===== config.mk =====
export PLATFORM = sky130hd
export DESIGN_NAME = rtp_fifo
export DESIGN_NICKNAME = d
export VERILOG_FILES = /design/src/hw/rtl/rtp_fifo.sv
export SDC_FILE = /design/constraint.sdc
export NUM_CORES = 1
export LEC_CHECK = 0
export ABC_AREA = 1
export BUFFER_PORTS_ARGS = -buffer_cell sky130_fd_sc_hd__buf_2
export CELL_PAD_IN_SITES_DETAIL_PLACEMENT = 1
export CELL_PAD_IN_SITES_GLOBAL_PLACEMENT = 1
export CORE_MARGIN = 2
export CORE_UTILIZATION = 40
export DETAILED_ROUTE_END_ITERATION = 12
export GPL_TIMING_DRIVEN = 0
export HOLD_SLACK_MARGIN = 0.08
export PLACE_DENSITY_LB_ADDON = 0.08
export SYNTH_ARGS = -nofsm -noshare
export SYNTH_HDL_FRONTEND = slang
export SYNTH_SLANG_ARGS = --single-unit

===== constraint.sdc =====
create_clock -name clk -period 1.95 [get_ports clk]
set_clock_uncertainty 0.15 [all_clocks]
set_input_delay 0.195 -clock clk [delete_from_list [all_inputs] [get_ports clk]]
set_output_delay 0.195 -clock clk [all_outputs]
set_load 0.02 [all_outputs]

===== src/hw/rtl/rtp_fifo.sv =====
module rtp_fifo #(
  parameter type T     = logic,
  parameter int  DEPTH = 4
) (
  input  logic clk,
  input  logic rst_n,
  input  logic push,
  input  T     push_data,
  output logic full,
  input  logic pop,
  output T     head,
  output logic empty
);

  localparam int PTR_W = (DEPTH > 1) ? $clog2(DEPTH) : 1;
  localparam int CNT_W = $clog2(DEPTH + 1);
  localparam logic [PTR_W-1:0] LAST = PTR_W'(DEPTH - 1);
  localparam logic [CNT_W-1:0] FULL_CNT = CNT_W'(DEPTH);

  T                 slot_r [DEPTH];
  logic [PTR_W-1:0] wr_ptr_r, wr_ptr_nxt;
  logic [PTR_W-1:0] rd_ptr_r, rd_ptr_nxt;
  logic [CNT_W-1:0] count_r, count_nxt;
  logic             do_push, do_pop;

  assign full    = (count_r == FULL_CNT);
  assign empty   = (count_r == '0);
  assign head    = slot_r[rd_ptr_r];
  assign do_push = push && !full;
  assign do_pop  = pop && !empty;

  // Pointer and occupancy update.
  always_comb begin
    wr_ptr_nxt = wr_ptr_r;
    rd_ptr_nxt = rd_ptr_r;
    count_nxt  = count_r;
    if (do_push) begin
      wr_ptr_nxt = (wr_ptr_r == LAST) ? '0 : wr_ptr_r + 1'b1;
    end
    if (do_pop) begin
      rd_ptr_nxt = (rd_ptr_r == LAST) ? '0 : rd_ptr_r + 1'b1;
    end
    case ({do_push, do_pop})
      2'b10:   count_nxt = count_r + 1'b1;
      2'b01:   count_nxt = count_r - 1'b1;
      default: count_nxt = count_r;
    endcase
  end

  always_ff @(posedge clk) begin
    if (!rst_n) begin
      wr_ptr_r <= '0;
      rd_ptr_r <= '0;
      count_r  <= '0;
    end else begin
      wr_ptr_r <= wr_ptr_nxt;
      rd_ptr_r <= rd_ptr_nxt;
      count_r  <= count_nxt;
    end
  end

  // Entry storage needs no reset.
  always_ff @(posedge clk) begin
    if (do_push) begin
      slot_r[wr_ptr_r] <= push_data;
    end
  end

endmodule


==> After elaboration in Yosys (flattened, before gate mapping) <==
Memories as Yosys holds them, arrays and structs flattened. A register that Yosys moved wholly into a read port is not among the register bits.
Cells that the tools add are included.
{ "op_classes": {"n_lt_le_gt_ge": 0, "div_mod_pow": 0, "multipliers": 0, "add_sub_neg": 4, "bitwise_logic": 0, "n_reduce_logical": 6, "eq_ne": 5, "shift": 0, "mux": 7} }
{ "ops": {"columns": ["op", "n"], "rows": [
  ["two-way mux 2 bit", 4],
  ["equality test 2 bit, second input constant", 3],
  ["case mux 3 bit (2 select lines)", 1],
  ["adder 2 x 1 -> 2 bit, second input constant", 2],
  ["adder 3 x 1 -> 3 bit, second input constant", 1],
  ["equality test 3 bit, second input constant", 1],
  ["zero test 3 bit", 1],
  ["subtractor 3 x 1 -> 3 bit, second input constant", 1],
  ["equality test 2 x 1 -> 1 bit, second input constant", 1],
  ["logical AND 1 bit", 2],
  ["zero test 1 bit", 2],
  ["two-way mux 1 bit", 2],
  ["nonzero test 2 bit", 1]
]} }
{ "totals": {"latchBits": 0, "ram_bits": 4, "input_bits": 5, "mem_count": 1, "romBits": 0, "word_cells": 26, "ff_bits": 7, "out_inout_bits": 3} }
{ "memory_table": {"columns": ["name", "words", "width", "rd", "rd_clocked_by_memory_dff", "write_ports", "line", "rtl"], "rows": [
  ["slot_r", 4, 1, 1, 1, 1, "20", "T slot_r [DEPTH];"]
]} }

==> Logic depth before layout (Yosys ltp) <==
{ "depth": {"ltp_word": 5, "depth_mapped": 13, "depth_no_buf": 13} }

==> Least setup slack after synthesis <==
Ideal clock, no wire load.
{ "synth_timing": {"path_type": "register to register", "startpoint": "reg count_r[0]", "endpoint": "reg count_r[2]", "t_arrival_ps": 1481, "path_slack_ps": 209, "synth_period_minus_slack_ps": 1741, "stages_incl_launch_ff": 13, "n_path_buf": 0, "setup_ps": 110, "required_time_ps": 1690, "cell_sequence": "dfxtp_1 nor2_4 nand2_4 nand2_4 ha_1 inv_1 fa_1 inv_1 nand2_1 nand3_1 nand2_1 inv_1 nor2_1"} }
{ "synth_between": {"elab_chain_cells": 5, "elab_cells_between_ends": 12, "classes_between": "2 x add/sub; 3 x eq/ne; 1 x mux; 6 x reduce/logical"} }
{ "synth_lines": {"columns": ["element", "line", "rtl"], "rows": [
  ["start: declaration", "23", "logic [CNT_W-1:0] count_r, count_nxt;"],
  ["start signal: assignment", "58", "count_r <= count_nxt;"],
  ["equality test 3 bit or zero test 3 bit (tied branches)", "26, 27", null],
  ["zero test 1 bit, on equally long branches", "29, 30", null],
  ["logical AND 1 bit, on equally long branches", "29, 30", null],
  ["equality test 2 x 1 -> 1 bit or equality test 2 bit (tied branches)", "43", "case ({do_push, do_pop})"],
  ["case mux 3 bit (2 select lines) or nonzero test 2 bit (tied branches)", null, null]
]} }
Several ways; a longest one is shown, not always the timed one.
A chain may end at the register's enable or synchronous reset.

==> Worst setup path in the final report <==
{ "layout_timing": {"startpoint": "reg count_r[1]", "endpoint": "reg count_r[1]"} }
{ "layout_between": {"elab_chain_cells": 5, "elab_cells_between_ends": 12, "classes_between": "2 x add/sub; 3 x eq/ne; 1 x mux; 6 x reduce/logical"} }
{ "layout_lines": {"columns": ["element", "line", "rtl"], "rows": [
  ["zero test 3 bit (*)", "27", "assign empty = (count_r == '0);"],
  ["zero test 1 bit (*)", "30", "assign do_pop = pop && !empty;"],
  ["logical AND 1 bit (*)", "30", null],
  ["named net do_pop", "24", "logic do_push, do_pop;"],
  ["equality test 2 x 1 -> 1 bit or equality test 2 bit (tied branches)", "43", null],
  ["case mux 3 bit (2 select lines) or nonzero test 2 bit (tied branches)", null, null]
]} }
The timed path passes the listed nets; every way through them passes the cells marked *.

==> flow_summary.toml <==
[synthesis]
synth_nets = 94
synth_cells = 82
yosys_register_bits = 13
synthMuxAreaShare = 0
synth_compound_area_frac = 0.0662
synthXorXnorAreaFrac = 0
synth_top_family_by_area = "simple AND/OR/NAND/NOR gates"
synth_simple_gate_area_frac = 0.254
synth.avg_cell_area_um2 = 8.30
yosysSeqAreaShare = 0.441
synth_cell_types = 16
ys_warn_count = 0
synthAdderAreaFrac = 0.140
synth_area_um2 = 681

[final_layout]
drive_gt1_frac = 0.250
nets = 109
seqCellArea_um2 = 309
nFillCells = 200
final-instance-count-excl-fill = 112
diodes = 0
multiInputGateArea_um2 = 337
synthToLayoutAreaGrowth_pct = 20.8

[floorplan]
fp.coreArea_um2 = 1560
die_width_um = 45.3
start_util = 0.437
rows = 14
ioPinCount = 8
dieArea_um2 = 2050
die_h_um = 45.3

[clock_network]
cts_buffers = 3
h-tree-depth = 1
insertion_delay_ps = 270
cts.clk_slew.worst_paths_ps = 70
clock_sinks = 13
cts_tree = "built"
clock_path_buffers = 2
root_buffer = "clkbuf_4"

[worst_setup_path]
arrival_ps = 1830
endpoint_kind = "flip-flop"
path_class = "reg2reg"
crit_fanout = 4
start_kind = "flip-flop"
cp.required_ps = 2000
reg2reg_depth = 8

[place]
dp_slack_ps = 35.0
place_congestion = 0.734
place_inst = 105
dp_hpwl_um = 911
io_buffers = 7

[detailed_routing]
routed_wl_um = 1290
ant_nets = 0
dr_total_vias = 534
met3_length_um = 63
avgViaCountPerCell = 4.77
wl_per_cell_um = 11.5
wl_met1_um = 559
drt_iter0_drc = 8
wl_met2_um = 653
highest_layer = "met4"
first_pass_iters = 4
drcViolationCount = 0

[power_and_ir_drop]
powerDensity_nw_per_um2 = 1300
power_switching_uw = 443
combPwrFrac = 0.450
p_int_uw = 626
peakVddDrop_uv = 681
power_frac_clock = 0.154
p_leak_nw = 0.401
power_mw = 1.07
sequentialPowerShare = 0.397
switching_share = 0.415

[timing]
period_minus_slack_ps = 1780
fin_ws_ps = 168
tightest_slew_ps = 188
setup_viol = 0
hold_violations = 0
fin_crit_sh = 0.914
timing.final.max_slew_violations = 0
rsz0062_at_grt = "false"
fmax_ghz = 0.561
relSlewSlack = 0.875
final.setup.tns_ps = 0

[global_route]
grt_max_degree = 8
grt_remaining_overflow = 0
grt_pass1_wl_um = 2240
gr-usage-all-layers = 0.157
grt_pass1_vias = 536
antenna_found_initial = 0

[flow_run]
maxCapViolCount = 0

[run_status]
status = "finished, final reports clean"

[min_path]
worst_hold_path_type = "in2reg"
holdPathStages = 4
-- cell type report --
cell class,count,area share
Sequential cell,13,0.376
Timing Repair Buffer,10,0.0761
Tap cell,16,0.0244
Inverter,18,0.0822
Clock buffer,4,0.0320
Multi-Input combinational cell,51,0.409
-- path summary, 6_finish.rpt --
| check | slack, ps | to | from |
|---|---|---|---|
| setup / recovery | 170 | count_r[1]$_SDFFE_PN0P_ | count_r[1]$_SDFFE_PN0P_ |
| hold reg to reg | 320 | count_r[0]$_SDFFE_PN0P_ | count_r[0]$_SDFFE_PN0P_ |
| setup reg to reg | 170 | count_r[1]$_SDFFE_PN0P_ | count_r[1]$_SDFFE_PN0P_ |
| hold / removal | 100 | rd_ptr_r[1]$_SDFFE_PN0P_ | pop |
-- cell usage after synthesis, drive strengths merged --
library cell  number  area [um^2]
fa                 1         20.0
nand3              2         10.0
ha                 6         75.1
a21oi              4         20.0
nand2             15         76.3
nand4              1         6.26
nor2              16         72.6
nand3b             1         7.51
edfxtp             4          120
dfxtp              9          180
o21ai              5         25.0
inv               18         67.6
-- power by group through the flow --
stage / registers (mW) / clock network, mW / logic [mW]
finish: 0.424 / 0.164 / 0.481
global placement: 0.417 / 0 / 0.428
CTS: 0.416 / 0.175 / 0.451
detailed placement: 0.420 / 0 / 0.445
floorplan: 0.406 / 0 / 0.343
global route: 0.433 / 0.190 / 0.564
-- placed cells by master (no fill, tap or decap), drive strengths merged --
master,synthesis,routed
nand3,2,2
buf,0,8
fa,1,1
dlygate4sd3,0,2
ha,6,6
edfxtp,4,4
nand2,15,15
a21oi,4,4
nand3b,1,1
nand4,1,1
o21ai,5,5
nor2,16,16
inv,18,18
dfxtp,9,9
clkbuf,0,4
-- cells by family after synthesis --
logic type | Yosys count
compound gates | 9
fa+ha+maj | 7
buf+inv | 18
flops | 13
simple gates | 35
-- stage by stage --
stage,area [um^2],util,hold slack [ps]
detailed placement,736,0.472,266
global route,822,0.527,133
finish,822,0.527,103
CTS,782,0.502,92.2
floorplan,681,-,144
global placement,736,0.472,260
-- worst max-delay path: stages (launching register included) --
cell and delay, ps:
dfxtp_4 360, nor2_4 140, nand2_2 100, nand2_2 100, inv_2 50, ha_4 150
inv_1 80, fa_2 430, a21oi_1 150
-- per-layer routing --
metal  track usage  vias to the layer above
li1              -                      282
met1         0.175                      238
met2         0.271                       12
met3        0.0600                        2
met4        0.0529                        0
met5             0                        -
-- what timing repair did --
item	CTS	global route
hold endpoints to repair	7	0
hold buffers	2	0
setup endpoints to repair	0	1
buffers inserted	0	1
resized for setup	0	10
Power figures use the tool's default switching activity.
