File: config.mk
export PLATFORM = sky130hd
export DESIGN_NAME = rtp_front
export DESIGN_NICKNAME = d
export VERILOG_FILES = /design/src/hw/rtl/rtp_pkg.sv /design/src/hw/rtl/rtp_front.sv
export SDC_FILE = /design/constraint.sdc
export NUM_CORES = 1
export LEC_CHECK = 0
export BUFFER_PORTS_ARGS = -buffer_cell sky130_fd_sc_hd__clkbuf_2
export CAP_MARGIN = 5
export CORE_MARGIN = 2
export CORE_UTILIZATION = 51
export CTS_CLUSTER_SIZE = 24
export DETAILED_ROUTE_END_ITERATION = 10
export PLACE_DENSITY = 0.81
export SETUP_SLACK_MARGIN = 0.4
export SLEW_MARGIN = 20
export SYNTH_ARGS = -nofsm -noshare
export SYNTH_HDL_FRONTEND = slang
export SYNTH_SLANG_ARGS = --single-unit
File: constraint.sdc
create_clock -name clk -period 2.2 [get_ports clk]
set_clock_uncertainty 0.1 [all_clocks]
set_input_delay 0.22 -clock clk [delete_from_list [all_inputs] [get_ports clk]]
set_output_delay 0.22 -clock clk [all_outputs]
set_load 0.01 [all_outputs]
File: src/hw/rtl/rtp_pkg.sv
package rtp_pkg;

  // Field widths fixed by the item formats.
  localparam int FUNC_W     = 2;
  localparam int LOC_W      = 12;
  localparam int BYTE_W     = 8;
  localparam int KIND_W     = 2;
  localparam int FPOS_W     = 12;
  localparam int SHIFT_W    = 16;
  localparam int CFG_IDX_W  = 2;
  // Widest code store address carried between the front and the back.
  localparam int MAX_ADDR_W = 16;

  // Configuration register indexes.
  localparam logic [CFG_IDX_W-1:0] CFG_TEXT     = 2'd0;
  localparam logic [CFG_IDX_W-1:0] CFG_DATA     = 2'd1;
  localparam logic [CFG_IDX_W-1:0] CFG_BSS      = 2'd2;
  localparam logic [CFG_IDX_W-1:0] CFG_ZEROPAGE = 2'd3;

  // Segment codes; all but SEG_UNDEF carry a shift register.
  localparam logic [2:0] SEG_UNDEF    = 3'd0;
  localparam logic [2:0] SEG_TEXT     = 3'd2;
  localparam logic [2:0] SEG_DATA     = 3'd3;
  localparam logic [2:0] SEG_BSS      = 3'd4;
  localparam logic [2:0] SEG_ZEROPAGE = 3'd5;

  // Table byte codes.
  localparam logic [BYTE_W-1:0] TYPE_MASK = 8'he0;
  localparam logic [BYTE_W-1:0] SEG_MASK  = 8'h07;
  localparam logic [BYTE_W-1:0] T_WORD    = 8'h80;
  localparam logic [BYTE_W-1:0] T_HIGH    = 8'h40;
  localparam logic [BYTE_W-1:0] T_BYTE    = 8'h20;
  localparam logic [BYTE_W-1:0] END_CODE  = 8'd0;
  localparam logic [BYTE_W-1:0] SKIP_CODE = 8'd255;
  localparam logic [BYTE_W-1:0] SKIP_ADD  = 8'd254;

  // Result kinds.
  localparam logic [KIND_W-1:0] RK_READ = 2'd0;
  localparam logic [KIND_W-1:0] RK_LOW  = 2'd1;
  localparam logic [KIND_W-1:0] RK_END  = 2'd2;

  typedef enum logic [FUNC_W-1:0] {
    FUNC_WRITE = 2'd0,
    FUNC_READ  = 2'd1,
    FUNC_TABLE = 2'd2,
    FUNC_START = 2'd3
  } func_t;

  typedef enum logic [1:0] {
    PH_OFFSET = 2'd0,
    PH_TYPE   = 2'd1,
    PH_LOW    = 2'd2,
    PH_INDEX  = 2'd3
  } phase_t;

  typedef enum logic [2:0] {
    OP_WRITE = 3'd0,
    OP_READ  = 3'd1,
    OP_WORD  = 3'd2,
    OP_HIGH  = 3'd3,
    OP_BYTE  = 3'd4,
    OP_END   = 3'd5
  } op_t;

  typedef enum logic [2:0] {
    ST_IDLE      = 3'd0,
    ST_READ_WAIT = 3'd1,
    ST_BYTE_WB   = 3'd2,
    ST_HIGH_WB   = 3'd3,
    ST_WORD_RD1  = 3'd4,
    ST_WORD_WB0  = 3'd5,
    ST_WORD_WB1  = 3'd6,
    ST_EMIT      = 3'd7
  } back_state_t;

  typedef struct packed {
    func_t             func;
    logic [LOC_W-1:0]  location;
    logic [BYTE_W-1:0] byte_in;
  } in_item_t;

  typedef struct packed {
    logic [KIND_W-1:0] result_kind;
    logic [BYTE_W-1:0] byte_out;
    logic [FPOS_W-1:0] final_position;
  } out_item_t;

  // One store operation handed from the front to the back. For an end of
  // table, addr holds the final position.
  typedef struct packed {
    op_t                   op;
    logic [MAX_ADDR_W-1:0] addr;
    logic [MAX_ADDR_W-1:0] addr1;
    logic [BYTE_W-1:0]     data;
    logic [SHIFT_W-1:0]    shift;
  } cmd_t;

  // Configuration write beat.
  typedef struct packed {
    logic                 valid;
    logic [CFG_IDX_W-1:0] index;
    logic [SHIFT_W-1:0]   data;
  } cfg_wr_t;

endpackage

File: src/hw/rtl/rtp_front.sv
module rtp_front #(
  parameter int STORE_DEPTH = 4096
) (
  input  logic              clk,
  input  logic              rst_n,
  input  logic              push,
  input  rtp_pkg::in_item_t in_data,
  output logic              full,
  input  rtp_pkg::cfg_wr_t  cfg_wr,
  output logic              cmd_push,
  output rtp_pkg::cmd_t     cmd_data,
  input  logic              cmd_full
);

  localparam int ADDR_W = $clog2(STORE_DEPTH);
  // Wide enough to hold eight times the depth during location reduction.
  localparam int RED_W  = ADDR_W + 4;
  localparam logic [ADDR_W:0]   DEPTH_W  = (ADDR_W + 1)'(STORE_DEPTH);
  localparam logic [ADDR_W-1:0] TOP_ADDR = ADDR_W'(STORE_DEPTH - 1);

  logic [rtp_pkg::SHIFT_W-1:0] text_shift_r, data_shift_r, bss_shift_r, zp_shift_r;
  logic [ADDR_W-1:0]           pos_r, pos_nxt;
  rtp_pkg::phase_t             phase_r, phase_nxt;
  logic [2:0]                  seg_r, seg_nxt;
  logic [1:0]                  idx_left_r, idx_left_nxt;

  logic                        accept;
  logic [ADDR_W-1:0]           loc_addr;
  logic [ADDR_W-1:0]           pos_plus_b;
  logic [ADDR_W-1:0]           pos_plus_skip;
  logic [ADDR_W-1:0]           pos_plus_one;
  logic [2:0]                  byte_seg;
  logic [rtp_pkg::BYTE_W-1:0]  byte_type;
  logic [rtp_pkg::MAX_ADDR_W-1:0] pos_wide;

  // Add a small offset to an address, wrapping once past the store end.
  function automatic logic [ADDR_W-1:0] wrap_add(input logic [ADDR_W-1:0] a,
                                                 input logic [rtp_pkg::BYTE_W-1:0] b);
    logic [ADDR_W:0] sum;
    sum = (ADDR_W + 1)'(a) + (ADDR_W + 1)'(b);
    if (sum >= DEPTH_W) begin
      sum = sum - DEPTH_W;
    end
    return sum[ADDR_W-1:0];
  endfunction

  // Reduce a location modulo the depth by restoring subtraction of
  // eight, four, two and one times the depth.
  function automatic logic [ADDR_W-1:0] reduce_loc(input logic [rtp_pkg::LOC_W-1:0] loc);
    logic [RED_W-1:0] r;
    r = RED_W'(loc);
    for (int k = 3; k >= 0; k--) begin
      if (r >= (RED_W'(STORE_DEPTH) << k)) begin
        r = r - (RED_W'(STORE_DEPTH) << k);
      end
    end
    return r[ADDR_W-1:0];
  endfunction

  function automatic logic [rtp_pkg::SHIFT_W-1:0] shift_sel(input logic [2:0] seg,
      input logic [rtp_pkg::SHIFT_W-1:0] t, input logic [rtp_pkg::SHIFT_W-1:0] d,
      input logic [rtp_pkg::SHIFT_W-1:0] b, input logic [rtp_pkg::SHIFT_W-1:0] z);
    logic [rtp_pkg::SHIFT_W-1:0] s;
    case (seg)
      rtp_pkg::SEG_TEXT:     s = t;
      rtp_pkg::SEG_DATA:     s = d;
      rtp_pkg::SEG_BSS:      s = b;
      rtp_pkg::SEG_ZEROPAGE: s = z;
      default:               s = '0;
    endcase
    return s;
  endfunction

  assign full          = cmd_full;
  assign accept        = push && !cmd_full;
  assign loc_addr      = reduce_loc(in_data.location);
  assign pos_plus_b    = wrap_add(pos_r, in_data.byte_in);
  assign pos_plus_skip = wrap_add(pos_r, rtp_pkg::SKIP_ADD);
  assign pos_plus_one  = wrap_add(pos_r, 8'd1);
  assign byte_seg      = 3'(in_data.byte_in & rtp_pkg::SEG_MASK);
  assign byte_type     = in_data.byte_in & rtp_pkg::TYPE_MASK;
  assign pos_wide      = rtp_pkg::MAX_ADDR_W'(pos_r);

  // Classify each accepted beat and walk the table state.
  always_comb begin
    pos_nxt        = pos_r;
    phase_nxt      = phase_r;
    seg_nxt        = seg_r;
    idx_left_nxt   = idx_left_r;
    cmd_push       = 1'b0;
    cmd_data.op    = rtp_pkg::OP_WRITE;
    cmd_data.addr  = rtp_pkg::MAX_ADDR_W'(loc_addr);
    cmd_data.addr1 = rtp_pkg::MAX_ADDR_W'(pos_plus_one);
    cmd_data.data  = in_data.byte_in;
    cmd_data.shift = '0;
    if (accept) begin
      case (in_data.func)
        rtp_pkg::FUNC_WRITE: begin
          cmd_push    = 1'b1;
          cmd_data.op = rtp_pkg::OP_WRITE;
        end
        rtp_pkg::FUNC_READ: begin
          cmd_push    = 1'b1;
          cmd_data.op = rtp_pkg::OP_READ;
        end
        rtp_pkg::FUNC_START: begin
          pos_nxt      = (loc_addr == '0) ? TOP_ADDR : loc_addr - 1'b1;
          phase_nxt    = rtp_pkg::PH_OFFSET;
          seg_nxt      = '0;
          idx_left_nxt = '0;
        end
        rtp_pkg::FUNC_TABLE: begin
          cmd_data.addr = pos_wide;
          case (phase_r)
            rtp_pkg::PH_OFFSET: begin
              if (in_data.byte_in == rtp_pkg::END_CODE) begin
                cmd_push    = 1'b1;
                cmd_data.op = rtp_pkg::OP_END;
              end else if (in_data.byte_in == rtp_pkg::SKIP_CODE) begin
                pos_nxt = pos_plus_skip;
              end else begin
                pos_nxt   = pos_plus_b;
                phase_nxt = rtp_pkg::PH_TYPE;
              end
            end
            rtp_pkg::PH_TYPE: begin
              seg_nxt        = byte_seg;
              cmd_data.shift = shift_sel(byte_seg, text_shift_r, data_shift_r,
                                         bss_shift_r, zp_shift_r);
              if (byte_type == rtp_pkg::T_HIGH) begin
                phase_nxt = rtp_pkg::PH_LOW;
              end else begin
                if (byte_type == rtp_pkg::T_WORD) begin
                  cmd_push    = 1'b1;
                  cmd_data.op = rtp_pkg::OP_WORD;
                end else if (byte_type == rtp_pkg::T_BYTE) begin
                  cmd_push    = 1'b1;
                  cmd_data.op = rtp_pkg::OP_BYTE;
                end
                // Undefined-label entries are followed by two index bytes.
                if (byte_seg == rtp_pkg::SEG_UNDEF) begin
                  idx_left_nxt = 2'd2;
                  phase_nxt    = rtp_pkg::PH_INDEX;
                end else begin
                  phase_nxt = rtp_pkg::PH_OFFSET;
                end
              end
            end
            rtp_pkg::PH_LOW: begin
              cmd_push       = 1'b1;
              cmd_data.op    = rtp_pkg::OP_HIGH;
              cmd_data.shift = shift_sel(seg_r, text_shift_r, data_shift_r,
                                         bss_shift_r, zp_shift_r);
              if (seg_r == rtp_pkg::SEG_UNDEF) begin
                idx_left_nxt = 2'd2;
                phase_nxt    = rtp_pkg::PH_INDEX;
              end else begin
                phase_nxt = rtp_pkg::PH_OFFSET;
              end
            end
            default: begin
              if (idx_left_r != '0) begin
                idx_left_nxt = idx_left_r - 1'b1;
              end
              if (idx_left_r <= 2'd1) begin
                phase_nxt = rtp_pkg::PH_OFFSET;
              end
            end
          endcase
        end
        default: begin
          cmd_push = 1'b0;
        end
      endcase
    end
  end

  always_ff @(posedge clk) begin
    if (!rst_n) begin
      pos_r        <= '0;
      phase_r      <= rtp_pkg::PH_OFFSET;
      seg_r        <= '0;
      idx_left_r   <= '0;
      text_shift_r <= '0;
      data_shift_r <= '0;
      bss_shift_r  <= '0;
      zp_shift_r   <= '0;
    end else begin
      pos_r      <= pos_nxt;
      phase_r    <= phase_nxt;
      seg_r      <= seg_nxt;
      idx_left_r <= idx_left_nxt;
      // Shift registers are written by configuration beats.
      if (cfg_wr.valid) begin
        case (cfg_wr.index)
          rtp_pkg::CFG_TEXT:     text_shift_r <= cfg_wr.data;
          rtp_pkg::CFG_DATA:     data_shift_r <= cfg_wr.data;
          rtp_pkg::CFG_BSS:      bss_shift_r  <= cfg_wr.data;
          rtp_pkg::CFG_ZEROPAGE: zp_shift_r   <= cfg_wr.data;
          default:               text_shift_r <= text_shift_r;
        endcase
      end
    end
  end

  // An index phase always has bytes left to skip.
  a_index_count: assert property (@(posedge clk) disable iff (!rst_n)
    phase_r == rtp_pkg::PH_INDEX |-> idx_left_r != '0)
    else $error("index phase entered with no bytes left");

  // A start beat always leaves the walker expecting an offset byte.
  a_start_resets: assert property (@(posedge clk) disable iff (!rst_n)
    accept && in_data.func == rtp_pkg::FUNC_START |=>
      phase_r == rtp_pkg::PH_OFFSET && seg_r == '0)
    else $error("start beat did not reset the walker");

  // The position never leaves the store.
  a_pos_range: assert property (@(posedge clk) disable iff (!rst_n)
    (ADDR_W + 1)'(pos_r) < DEPTH_W)
    else $error("position beyond the store");

endmodule

---- Yosys cells after proc, flatten, opt, wreduce, memory -nomap -nowiden ----
Index checks and enable logic that the tools add are counted.
storage, ports and cells
  bits of input ports ..................... 45
  word-level logic and storage cells ...... 115
  register bits ........................... 83
cells by class
  reduce and logical (&&, ||, !) cells .... 20
  eq/ne operators ......................... 31
  order comparisons ....................... 4
  add/sub/neg operators ................... 8
  multiplexer cells ....................... 44
operators by type and width
  cell                                                 count
  case mux 16 bit (4 select lines)                     2
  two-way mux 12 bit                                   8
  subtractor 12 x 1 -> 12 bit (second input constant)  4
  >= comparator 13 bit (second input constant)         3
  two-way mux 16 bit                                   2
  case mux 16 bit (2 select lines)                     1
  case mux 12 bit (2 select lines)                     1
  two-way mux 2 bit                                    10
  two-way mux 19 bit                                   1
  == test 3 x 2 -> 1 bit (second input constant)       5
  == test 3 bit (second input constant)                5
  two-way mux 3 bit                                    5
  inequality test 3 bit (second input constant)        5
  adder 12 x 1 -> 13 bit (second input constant)       1
  adder 12 x 8 -> 13 bit                               1
  adder 12 x 8 -> 13 bit (second input constant)       1
  logical NOT 12 bit                                   1
  case mux 2 bit (3 select lines)                      2
  case mux 3 bit (2 select lines)                      2
  == test 2 bit (second input constant)                5
  case mux 3 bit (3 select lines)                      1
  == test 8 bit (second input constant)                1
  logical NOT 8 bit                                    1
  case mux 2 bit (2 select lines)                      2
  other kinds (22)                                     37

---- Logic depth before layout (Yosys ltp) ----
  depth in word-level cells ............... 7
  depth in mapped cells ................... 9

---- Worst setup path after synthesis ----
Ideal clock, no wire load.
  path kind ............................... reg2reg
  start ................................... reg pos_r[0]
  end ..................................... reg pos_r[8]
  arrival time ............................ 2.029 ns
  buffers on the path ..................... 0
  path slack .............................. -0.004 ns
  stages on the path, launching flop included .. 10
  clock period less this slack ............ 2.204 ns
  cell sequence ........................... dfxtp_1 ha_1 inv_1 fa_1 inv_1 a21oi_1 o21ai_0 a32oi_1 or3_1 a31oi_1
between the ends
  longest elaborated chain between the ends .. 7
  elaborated cells on any way between the ends .. 12
  those cells by class .................... add/sub: 4; order compare: 2; mux: 6
RTL lines
  item                                                                 RTL line                          text
  from (decl)                                                          rtp_front.sv:22                   logic [ADDR_W-1:0] pos_r, pos_nxt;
  from (signal assigned)                                               rtp_front.sv:189                  pos_r <= pos_nxt;
  adder 12 x 8 -> 13 bit                                               rtp_front.sv:40                   sum = (ADDR_W + 1)'(a) + (ADDR_W + 1)'(b);
  subtractor 12 x 1 -> 12 bit or >= comparator 13 bit (tied branches)  rtp_front.sv:42, rtp_front.sv:41
  two-way mux 12 bit                                                   rtp_front.sv:41                   if (sum >= DEPTH_W) begin
  two-way mux 12 bit (*)                                               rtp_front.sv:119                  end else if (in_data.byte_in == rtp_pkg::SKIP_CODE) begin
  two-way mux 12 bit (*)                                               rtp_front.sv:116                  if (in_data.byte_in == rtp_pkg::END_CODE) begin
  two-way mux 12 bit (*)                                               rtp_front.sv:114                  case (phase_r)
  case mux 12 bit (2 select lines) (*)                                 rtp_front.sv:97                   case (in_data.func)
Mark *: on every way between the ends. The rest lies on a longest branch, timed or not. The select of a mux whose other input is x is not followed.
A chain may end at the register's enable or synchronous reset.

==> impl_summary.log <==
INFO  metric outcome = complete, but fails checks
INFO  metric failed_checks = setup timing
INFO  metric reg2reg_slack = 0.09 ns
INFO  metric final.setup.worst_slack = -0.0587 ns
INFO  metric fraction_of_layout_cells_with_a_size_suffix_above_1 = 0.369
INFO  metric drt-initial-drc-count = 1,073
INFO  metric placement_rows = 39
INFO  metric leakage = 3.09 nW
INFO  metric postRouteAntennaNets = 0
INFO  metric yosys_warnings = 0
INFO  metric max_cap_viol_count = 0
INFO  metric grt-ovfl-total = 0
INFO  metric crit_chain = nor2b_4 > buf_6 > buf_6 > a221oi_1 > a211oi_1 > a21oi_1 > nor2_1 > clkbuf_2
INFO  metric post-place-ws = 0.0308 ns
INFO  metric wirelength = 22,500 um
INFO  metric placed_cell_area = 6630 um2
INFO  metric finalCriticalPeriod = 2.26 ns
INFO  metric synthesis.area_per_instance = 7.18 um2
INFO  metric worst_path_most_repeated_cell = buf_6
INFO  metric path_max_fanout = 6
INFO  metric latest_clock_arrival_within_the_worst_skew_pair = 0.34 ns
INFO  metric post_synth_num_cell_types = 70
INFO  metric route.detailed.drc = 0
INFO  metric top_cell_type_by_total_area_after_synthesis = dfxtp_1
INFO  metric synth_top_flop_cell = dfxtp_1
INFO  metric grt_pass1_wl = 31,500 um
INFO  metric criticalPathCategory = flop to output port
INFO  metric place.port_buffers = 97
INFO  metric top_level_ports = 106
INFO  metric max-slew-margin-rel = 0.613
INFO  metric yosysMostFrequentCell = nand2_1
INFO  metric max_freq = 0.443 GHz
INFO  metric numCtsBuffers = 9
INFO  metric cts_tree = done
INFO  metric synth.cells.most_frequent = nand2_1 (186), a21oi_1 (121), dfxtp_1 (83)
INFO  metric fin_hold_ws = 0.0341 ns
INFO  metric vias_per_cell = 6.57
INFO  metric maximum_number_of_pins_on_one_net_before_global_route_repair = 34
INFO  metric endpoint_kind = output port
INFO  metric setup_repair_after_global_routing_missed_its_margin = yes
INFO  metric die-height = 111 um
INFO  metric insertedDiodeCount = 0
INFO  metric htree_num_levels = 3
INFO  metric die_area = 12,300 um2
INFO  metric maxSlewViolCount = 0
INFO  metric setup-tns-final = -0.0912 ns
INFO  metric initial_antenna_violation_count = 0
INFO  metric clock_tree_sinks = 83
INFO  metric worst_setup_hold_path_clk_slew = 0.07 ns
INFO  metric dp.final_hpwl = 12,100 um
INFO  metric post_synthesis_sequential_area_ratio = 0.284
INFO  metric async_set_or_reset_register_ratio_after_synthesis = 0
INFO  metric power.switching = 0.00123 W
INFO  metric hold_path_class = input pin to flop
INFO  metric detailroute.via_count = 7,133
INFO  metric clock_power_share = 0.372
INFO  metric netSwitchingFraction = 0.316
INFO  metric worst_ep_required_time = 1.88 ns
INFO  metric timing.final.crit_share = 1.03
INFO  metric synth_area_leaders = dfxtp_1 (28%), nand2_1 (12%), a21oi_1 (10%), ha_1 (5.1%), a221oi_1 (4.5%)
INFO  metric die_x = 111 um
INFO  metric worst_slew_pin_slew = 0.580 ns
INFO  metric finalHoldViolCount = 0
INFO  metric netlist.area_leader.share = 0.284
INFO  metric place_congestion = 0.889
INFO  metric design_area = 8140 um2
INFO  metric vdd_drop_max = 0.000507 V
INFO  metric seq_power_share = 0.413
INFO  metric wire_per_inst = 20.8 um
INFO  metric cts_hold_repair.buffers = 0
INFO  metric stdcell_count = 1,085
INFO  metric p_comb_frac = 0.214
INFO  metric number_of_nets_in_the_finished_design = 1,008
INFO  metric timing.final.setup_violations = 4
INFO  metric p_per_area = 478 nW/um2
INFO  metric crit_path_start = seg_r[2]
INFO  metric clk_path_buf_depth = 2
INFO  metric flip_flop_and_latch_count_after_synthesis = 83
INFO  metric synth_cells = 814
INFO  metric internal_power_consumption = 0.00266 W
INFO  metric worstSetupStartpointType = flop
INFO  metric grtUsageTotal = 0.308
INFO  metric rr_startpoint = pos_r[0]
INFO  metric cpMaxStageDelayCell = dfxtp_4
INFO  metric numPlacedInstances = 1,021
INFO  metric cts-root-buf = clkbuf_16
INFO  metric hold_path_startpoint = cfg_wr[3]
INFO  metric synth.cell_area = 5850 um2
INFO  metric start_util = 0.517
INFO  metric fp.coreArea = 11,300 um2
INFO  metric number_of_enable_type_register_cells_in_the_synthesized_netlist = 0
INFO  metric area_growth = 39.2%
INFO  metric first_pass_iters = 7
INFO  metric grt_pass1_vias = 6,415
INFO  metric worst_path_largest_cell_delay = 0.37 ns
INFO  metric cp_data_arrival_time = 1.94 ns
==> flip-flops by register name (all words and copies together), names as in the netlist <==
name / flops
idx_left_r: 2
zp_shift_r: 16
data_shift_r: 16
phase_r: 2
bss_shift_r: 16
seg_r: 3
text_shift_r: 16
pos_r: 12
==> power by group through the flow <==
stage	registers, W	logic, W	clock network, W
4_1_cts	0.00160	0.000735	0.00144
5_1_grt	0.00161	0.000887	0.00150
3_3_place_gp	0.00164	0.000646	0
2_1_floorplan	0.00162	0.000448	0
3_5_place_dp	0.00164	0.000653	0
6_report	0.00161	0.000834	0.00145
==> final timing paths <==
check,cells past startpoint,to
setup / recovery,8,cmd_data[9]
setup reg to reg,9,pos_r[8]
hold reg to reg,2,data_shift_r[7]
hold / removal,3,data_shift_r[3]
==> routing by layer <==
layer / vias to the layer above / wire length [um] / global-route usage
met5: - / 0 / 0
met4: 0 / 1020 / 0.118
met3: 124 / 2290 / 0.0711
met2: 552 / 10800 / 0.509
met1: 3323 / 8370 / 0.391
li1: 3134 / - / -
==> cells in the final DEF (no fill, tap or decap), drive strengths merged, types with 4 or more instances in the layout <==
cell,n
inv,22
a211oi,18
a21oi,121
nand2,186
and3,9
or3,4
a22oi,31
nor2,44
a32oi,5
buf,107
clkbuf,89
dfxtp,83
nor3b,4
o21ai,19
nor4,5
a221oi,30
nor3,11
xor2,9
nand4,4
mux2,6
xnor2,16
nand3,22
nor2b,4
ha,24
conb,8
and2,5
==> cell families after synthesis <==
group	Yosys count	synth area share
mux	9	0.0167
flops	83	0.284
other cells	1	0.000641
simple gates	311	0.240
xor+xnor	25	0.0374
fa+ha+maj	25	0.0548
compound gates	260	0.288
buf+inv	100	0.0789
==> through the flow <==
| step | total power [W] | util |
|---|---|---|
| after CTS | 0.00378 | 0.659 |
| after detailed placement | 0.00229 | 0.586 |
| after global placement | 0.00228 | 0.586 |
| final | 0.00389 | 0.719 |
| after floorplan | 0.00207 | - |
| after global routing | 0.00400 | 0.719 |
==> critical path: cells and delay by family, from the launching register on <==
family,cells,cell delay (ns)
compound gates,3,0.41
buf+inv,3,0.47
flops,1,0.37
simple gates,2,0.34
==> layout make-up <==
| type | instances | area [um2] |
|---|---|---|
| timing repair buffer | 187 | 1440 |
| fill | 809 | 3180 |
| multi-input combinational | 638 | 4480 |
| clock inverter | 6 | 48.8 |
| clock buffer | 9 | 225 |
| sequential | 83 | 1700 |
| inverter | 19 | 76.3 |
| tap | 143 | 179 |
==> what timing repair did <==
action,in CTS,in global routing
setup endpoints to repair,50,55
hold endpoints to repair,0,0
buffers inserted,25,18
cloned,1,5
pin swaps,35,52
resized for setup,74,112
(Power assumes the default switching activity.)
